File: src/gtea_pkg.sv
// ----------------------------------------------------------------------------
// gtea_pkg
// Types, opcodes and flag constants shared by the grant table allocator.
// ----------------------------------------------------------------------------
package gtea_pkg;
	localparam int unsigned ENTRIES_DEF = 2048;

	localparam logic [3:0] OP_GRANT      = 4'd0;
	localparam logic [3:0] OP_GRANT_REF  = 4'd1;
	localparam logic [3:0] OP_XFER       = 4'd2;
	localparam logic [3:0] OP_XFER_REF   = 4'd3;
	localparam logic [3:0] OP_QUERY      = 4'd4;
	localparam logic [3:0] OP_END        = 4'd5;
	localparam logic [3:0] OP_END_XFER   = 4'd6;
	localparam logic [3:0] OP_RESERVE    = 4'd7;
	localparam logic [3:0] OP_CLAIM      = 4'd8;
	localparam logic [3:0] OP_RELEASE    = 4'd9;
	localparam logic [3:0] OP_FREE_BATCH = 4'd10;
	localparam logic [3:0] OP_REMOTE     = 4'd11;

	localparam logic [1:0] ST_OK      = 2'd0;
	localparam logic [1:0] ST_NOSPACE = 2'd1;
	localparam logic [1:0] ST_INUSE   = 2'd2;
	localparam logic [1:0] ST_PENDING = 2'd3;

	localparam logic [15:0] F_PERMIT = 16'd1;
	localparam logic [15:0] F_XFER   = 16'd2;
	localparam logic [15:0] F_RDONLY = 16'd4;
	localparam logic [15:0] F_BUSY   = 16'd24;

	typedef struct packed {
		logic [3:0]  opcode;
		logic [10:0] entry_ref;
		logic [15:0] domain_id;
		logic [31:0] frame_number;
		logic        read_only;
		logic [11:0] batch_count;
		logic [11:0] private_head_in;
		logic [11:0] chain_end;
		logic [15:0] remote_flags;
	} req_t;

	typedef struct packed {
		logic [1:0]  status;
		logic [11:0] result_ref;
		logic [11:0] chain_head;
		logic [11:0] chain_terminal;
		logic [31:0] frame_out;
		logic [4:0]  busy_bits;
	} rsp_t;

	// Controller to datapath commands.
	typedef struct packed {
		logic load;    // capture request
		logic rd;      // issue memory read at current pointer
		logic exec;    // apply the single-entry operation
		logic walk;    // one step of a batch walk
		logic restore; // reserve failed: restore free head
		logic init;    // one step of the link initialization sweep
	} cmd_t;

	// Datapath to controller status.
	typedef struct packed {
		logic batch;     // request is a batch opcode
		logic walk_done; // batch walk ends this step
		logic walk_fail; // reserve ran out
		logic init_done;
	} sts_t;
endpackage

File: src/gtea_ctrl.sv
// ----------------------------------------------------------------------------
// gtea_ctrl
// Sequencer: link sweep after reset, read then execute, batch walks.
// ----------------------------------------------------------------------------
module gtea_ctrl (
	input  logic          clk,
	input  logic          arst_n,
	input  logic          in_valid,
	output logic          in_ready,
	output logic          out_valid,
	input  logic          out_ready,
	input  gtea_pkg::sts_t sts,
	output gtea_pkg::cmd_t cmd
);
	typedef enum logic [2:0] {S_INIT, S_IDLE, S_READ, S_EXEC, S_WALK, S_OUT} state_t;
	state_t state_q;

	assign in_ready  = (state_q == S_IDLE);
	assign out_valid = (state_q == S_OUT);

	always_comb begin
		cmd = '0;
		cmd.init    = (state_q == S_INIT);
		cmd.load    = (state_q == S_IDLE) && in_valid;
		cmd.rd      = (state_q == S_READ);
		cmd.exec    = (state_q == S_EXEC);
		cmd.walk    = (state_q == S_WALK);
		cmd.restore = (state_q == S_WALK) && sts.walk_fail;
	end

	always_ff @(posedge clk or negedge arst_n) begin
		if (!arst_n) begin
			state_q <= S_INIT;
		end else begin
			case (state_q)
				S_INIT: if (sts.init_done) state_q <= S_IDLE;
				S_IDLE: if (in_valid) state_q <= S_READ;
				S_READ: state_q <= sts.batch ? S_WALK : S_EXEC;
				S_EXEC: state_q <= S_OUT;
				S_WALK: if (sts.walk_done || sts.walk_fail) state_q <= S_OUT;
				S_OUT: if (out_ready) state_q <= S_IDLE;
				default: state_q <= S_IDLE;
			endcase
		end
	end
endmodule

File: config.mk
export PLATFORM = sky130hd
export DESIGN_NAME = gtea_ctrl
export DESIGN_NICKNAME = d
export VERILOG_FILES = /design/src/gtea_pkg.sv /design/src/gtea_ctrl.sv
export SDC_FILE = /design/constraint.sdc
export NUM_CORES = 1
export LEC_CHECK = 0
export BUFFER_PORTS_ARGS = -buffer_cell sky130_fd_sc_hd__buf_2
export CAP_MARGIN = 20
export CORE_AREA = 2 2 39 41
export DETAILED_ROUTE_END_ITERATION = 10
export DIE_AREA = 0 0 41 43
export SYNTH_ARGS = -nofsm -noshare
export SYNTH_HDL_FRONTEND = slang
export SYNTH_SLANG_ARGS = --single-unit
File: constraint.sdc
create_clock -name clk -period 1.1 [get_ports clk]
set_input_delay 0.055 -clock clk [delete_from_list [all_inputs] [get_ports clk]]
set_output_delay 0.055 -clock clk [all_outputs]
set_load 0.01 [all_outputs]
==> reports/metrics.csv, run 1 <==
stage;metric;value;unit
routing;viasPerCell;4.01;
global_route;antenna_found_initial;0;
cells_and_area;final_cell_mix;buf_2, buf_4, nor2_1, clkbuf_4, dfrtp_2;
power_and_ir_drop;internal_power;709;µW
power_and_ir_drop;power_frac_clock;0.167;
power_and_ir_drop;p_comb_frac;0.601;
cells_and_area;stdcell_count;70;
global_route;grt_pass1_vias;236;
job;maxCapViolCount;0;
sta;finalSetupViolCount;8;
status;status;complete, but fails checks;
clocking;clkTransAtPathRegs;40;ps
logic_synthesis;synth_warnings;0;
critical_path;crit_required;1040;ps
global_route;grt_use_total;0.0845;
cells_and_area;mostFrequentLayoutCell;buf_2;
worst_hold_path;hp-class;in2reg;
power_and_ir_drop;seqPwrFrac;0.232;
clocking;clock-root-buffer;clkbuf_4;
routing;drc;0;
floorplanning;start_util;0.170;
critical_path;cp.arrival;1140;ps
power_and_ir_drop;leakage;0.000228;µW
cells_and_area;nFillCells;156;
floorplanning;die_x;41;µm
logic_synthesis;synth_area;235;µm²
critical_path;crit_type;reg2out;
power_and_ir_drop;sw_frac_of_total;0.383;
clocking;cts.htree.levels;1;
critical_path;end_kind;primary output;
floorplanning;io_pins;16;
cells_and_area;diodes;0;
global_route;grt_pass1_wl;972;µm
clocking;clock_latency;230;ps
floorplanning;die_h;43;µm
sta;final_max_slew_viol_count;0;
routing;routedWlPerCell;9.03;µm
clocking;cts_tree;yes;
cells_and_area;top_regs;state_q (3);
cells_and_area;drive_gt1_frac;0.667;
global_route;grt_max_degree;8;
cells_and_area;utilization;0.320;
placement;gp_congestion;0.773;
cells_and_area;fin_nets;63;
sta;skew;0.993;ps
sta;timing.final.crit_share;1.09;
sta;worst_pin_slew;187;ps
critical_path;worst_setup_path_start_kind;flip-flop;
sta;setup_slack;-95.5;ps
logic_synthesis;syn_nets;36;
placement;pre_cts_ws;8.41;ps
power_and_ir_drop;ir_worst_vdd;0.827;mV
routing;routed-via-count;281;
placement;dp.cells;60;
floorplanning;dieArea;1760;µm²
logic_synthesis;ys_seq_area_frac;0.319;
cells_and_area;largest_reg_flops;3;
routing;firstDrtPassIters;4;
cells_and_area;seq_area;78.8;µm²
power_and_ir_drop;power.switching;439;µW
power_and_ir_drop;power.density;2590;nW/µm²
cells_and_area;multiInputGateArea;155;µm²
routing;first_iter_violations;3;
sta;rsz0062_at_grt;true;
sta;final-hold-violation-count;0;
placement;dp_hpwl;453;µm
sta;slew_headroom;0.875;
critical_path;path_max_fanout;5;
cells_and_area;regMostFlops;state_q;
logic_synthesis;syn_inst;28;
sta;fmax;836;MHz
clocking;clock_sinks;3;
sta;period_minus_slack;1200;ps
floorplanning;rows;14;
logic_synthesis;ys_types;18;
logic_synthesis;synth_seq_cells;3;
logic_synthesis;syn_avg_cell_area;8.40;µm²
global_route;overflow;0;
placement;io_buffers;15;
floorplanning;core_area;1380;µm²
clocking;clockBufferDepth;2;
routing;finalWirelength;632;µm
cells_and_area;areaGrowthSynthToFinish;88.3;%
clocking;numCtsBuffers;3;
status;violations;setup timing;
routing;ant_nets;0;
==> worst paths after layout <==
kind / startpoint / to / slack [ps] / depth (start not counted)
worst min register to register: state_q[2] / state_q[1] / 520 / 1
worst max register to register: state_q[0] / state_q[0] / 0 / 4
min in group asynchronous: arst_n / state_q[1] / 150 / 2
worst min-delay path: in_valid / state_q[1] / 110 / 3
max in group asynchronous: arst_n / state_q[2] / 840 / 2
worst max-delay path: state_q[2] / cmd[5] / -100 / 3
==> cells by family (layout without fill, tap and decap cells) <==
group / Yosys count / in the layout / synth area share
DFF: 3 / 3 / 0.319
AOI/OAI and AO/OA: 4 / 4 / 0.128
and+or+nand+nor: 17 / 17 / 0.452
buffers and inverters: 4 / 30 / 0.101
==> stage by stage <==
step / power, µW / TNS (ps) / hold WS (ps) / instance area, µm²
6_report: 1150 / -479 / 105 / 443
5_1_grt: 1250 / -1080 / 121 / 443
4_1_cts: 1110 / -585 / 97.2 / 423
3_5_place_dp: 779 / 0 / -148 / 343
3_3_place_gp: 768 / 0 / -144 / 343
2_1_floorplan: 596 / 0 / -241 / 241
==> power groups by stage <==
stage          Combinational, µW  Clock, µW  Sequential [µW]
3_5_place_dp                 523          0              256
3_3_place_gp                 516          0              252
2_1_floorplan                397          0              199
4_1_cts                      636        204              268
6_report                     689        192              266
5_1_grt                      757        219              277
==> area by class of cell <==
cell class                      instances  area share
Tap cell                               16      0.0452
Clock buffer                            4      0.0593
Multi-Input combinational cell         21       0.350
Timing Repair Buffer                   24       0.350
Sequential cell                         3       0.178
Inverter                                2      0.0169
==> worst max-delay path: stages, from the launching register on <==
cell and delay, ps:
dfrtp_2 440, nor3b_4 210, and2_4 170, buf_6 90
==> cell usage after synthesis <==
| cell | count | area share |
|---|---|---|
| a211oi_2 | 1 | 0.053 |
| a21oi_1 | 1 | 0.021 |
| and2_1 | 1 | 0.027 |
| and2_4 | 1 | 0.037 |
| and3_1 | 1 | 0.027 |
| buf_2 | 1 | 0.021 |
| buf_6 | 1 | 0.048 |
| dfrtp_1 | 3 | 0.32 |
| inv_1 | 2 | 0.032 |
| nand2_1 | 2 | 0.032 |
| nand2b_1 | 2 | 0.053 |
| nand3_1 | 1 | 0.021 |
| nand3b_1 | 1 | 0.032 |
| nor2_1 | 4 | 0.064 |
| nor3_1 | 1 | 0.021 |
| nor3b_1 | 1 | 0.032 |
| nor3b_2 | 2 | 0.11 |
| o22ai_1 | 2 | 0.053 |
==> routing by layer <==
| metal | vias up | GRT usage | wire, µm |
|---|---|---|---|
| li1 | 147 | - | - |
| met1 | 122 | 0.110 | 263 |
| met2 | 12 | 0.106 | 299 |
| met3 | 0 | 0.0366 | 70 |
| met4 | 0 | 0.0600 | 0 |
| met5 | - | 0 | 0 |
==> what timing repair did <==
item | in CTS | in global routing
hold endpoints to repair | 3 | 0
endpoints found under the setup margin | 8 | 9
hold buffers | 1 | 0
resized for setup | 7 | 1
pin swaps | 2 | 0
setup buffers | 3 | 2
(Power assumes the default switching activity.)
==> inputs of run 2 (changes only) <==
Settings changed: PLACE_DENSITY set to 0.49.
==> run 2 against run 1 <==
Against the previous run:
- the run still ends with setup timing left
- clock-buffer cell count unchanged
- fmax grew 0.96%
- global-route usage rose by 0.50 points
- final cell count is 1.4% higher
- critical path type unchanged
- largest power group unchanged
==> reports/metrics.csv, run 2 (synthesis gave the netlist of run 1 again) <==
stage;metric;value;unit;change
status;status;complete, but fails checks;;
status;violations;setup timing;;
floorplanning;start_util;0.170;;unchanged
clocking;clkTransAtPathRegs;30;ps;about the same
critical_path;cp_top_family;flip-flops;;
clocking;clock_sinks;3;;unchanged
floorplanning;rows;14;;unchanged
critical_path;cp_cell_sequence;nor3b_4 > and2_4 > buf_6;;
sta;period_minus_slack;1180;ps;-11.3 ps
cells_and_area;largest_reg_flops;3;;unchanged
routing;drc;0;;unchanged
critical_path;path_max_fanout;6;;+1
routing;first_iter_violations;2;;-1
clocking;cts_tree;yes;;
critical_path;crit_required;1040;ps;about the same
placement;gp_congestion;0.733;;-5.1%
floorplanning;die_x;41;µm;unchanged
critical_path;crit_type;reg2out;;
cells_and_area;final_cell_mix;buf_2, buf_4;;
critical_path;r2r_setup_slack;0;ps;unchanged
routing;routed-via-count;294;;+4.6%
cells_and_area;drive_gt1_frac;0.691;;+0.0242
job;maxCapViolCount;0;;unchanged
floorplanning;die_h;43;µm;unchanged
sta;final-hold-violation-count;0;;unchanged
clocking;clock-root-buffer;clkbuf_4;;
placement;dp_hpwl;502;µm;+11%
cells_and_area;top_regs;state_q (3);;
critical_path;worst_setup_path_start_kind;flip-flop;;
sta;final_max_slew_viol_count;0;;unchanged
global_route;antenna_found_initial;0;;unchanged
global_route;overflow;0;;unchanged
placement;pre_cts_ws;3.93;ps;-4.48 ps
cells_and_area;fin_nets;64;;+1.6%
routing;ant_nets;0;;unchanged
floorplanning;core_area;1380;µm²;unchanged
routing;routedWlPerCell;9.49;µm;+5.1%
sta;timing.final.crit_share;1.08;;-0.0103
clocking;cts.htree.levels;1;;unchanged
cells_and_area;mostFrequentLayoutCell;buf_2;;
power_and_ir_drop;p_total;1190;µW;+3.3%
sta;hold-worst-slack;105;ps;+0.108 ps
critical_path;cp.arrival;1130;ps;about the same
cells_and_area;areaGrowthSynthToFinish;94.1;%;
sta;setup_slack;-84.2;ps;+11.3 ps
power_and_ir_drop;leakage;0.000235;µW;+2.8%
routing;viasPerCell;4.14;;+3.2%
cells_and_area;regMostFlops;state_q;;
cells_and_area;diodes;0;;unchanged
power_and_ir_drop;ir_worst_vdd;0.882;mV;+6.7%
sta;finalSetupViolCount;8;;unchanged
floorplanning;dieArea;1760;µm²;unchanged
placement;io_buffers;15;;unchanged
global_route;grt_pass1_wl;1000;µm;+2.9%
critical_path;cp_slowest_cell;dfrtp_2;;
sta;slew_headroom;0.882;;+0.00655
clocking;clock_latency;230;ps;about the same
routing;finalWirelength;674;µm;+6.6%
clocking;numCtsBuffers;3;;unchanged
sta;setup_tns;-411;ps;+67.3 ps
global_route;grt_use_total;0.0895;;+0.00503
floorplanning;io_pins;16;;unchanged
sta;worst_pin_slew;177;ps;-9.82 ps
global_route;grt_pass1_vias;254;;+7.6%
critical_path;max_stage_delay;450;ps;about the same
power_and_ir_drop;power.density;2600;nW/µm²;+0.22%
sta;rsz0062_at_grt;true;;
clocking;clockBufferDepth;2;;unchanged
sta;skew;0.386;ps;-0.607 ps
critical_path;end_kind;primary output;;
routing;firstDrtPassIters;2;;-2
global_route;grt_max_degree;7;;-1
worst_hold_path;hp-class;in2reg;;
sta;fmax;844;MHz;+0.96%
critical_path;critPathBufInv;1;;unchanged
[run 2: cell count changes in the layout (fill, tap and decap cells not counted)]
cell,previous run,this run
buf_6,2,3
nand2b_1,2,1
nand2b_2,0,1
[run 2: power breakdown]
group / switching (µW) / internal [µW] / total, µW / leakage (µW)
combinational: 292 / 439 / 731 / 0.000187
clock: 52.9 / 136 / 189 / 0.0000150
sequential: 98.5 / 168 / 267 / 0.0000330
[run 2: timing repair]
action | in CTS | in global routing
cloned | 0 | 0
resized for setup | 8 | 2
endpoints found under the hold margin | 3 | 0
endpoints found under the setup margin | 8 | 9
hold buffers | 1 | 0
pin swaps | 2 | 1
setup buffers | 2 | 2
[run 2: final cells by class]
class                   count  area (µm²)
well taps                  16        20.0
repair buffers             25         166
multi-input cells          21         158
fillers                   161         927
flip-flops and latches      3        78.8
clock buffers               4        26.3
inverters                   2        7.51
[run 2: final timing paths]
path | start | to | depth (start not counted)
hold reg to reg | state_q[2] | state_q[1] | 2
max in group asynchronous | arst_n | state_q[0] | 2
min in group asynchronous | arst_n | state_q[1] | 2
setup / recovery | state_q[1] | cmd[5] | 3
hold / removal | in_valid | state_q[1] | 3
setup reg to reg | state_q[0] | state_q[0] | 4
[run 2: through the flow]
| stage | std cells | util | cell area (µm²) |
|---|---|---|---|
| after floorplan | 28 | - | 241 |
| after global placement | 62 | 0.259 | 358 |
| after detailed placement | 62 | 0.259 | 358 |
| after CTS | 69 | 0.315 | 435 |
| after global routing | 71 | 0.330 | 457 |
| final | 71 | 0.330 | 457 |
[run 2: worst min-delay path, delay by kind of cell]
kind | cells | cell delay [ps]
AOI/OAI and AO/OA | 1 | 70
buffers and inverters | 1 | 110
and+or+nand+nor | 1 | 70
[run 2: metal layers]
layer	vias to the layer above	wire (µm)	track usage
met5	-	0	0
met4	0	29	0.0800
met3	4	52	0.0157
met2	15	318	0.138
met1	124	273	0.0971
li1	151	-	-
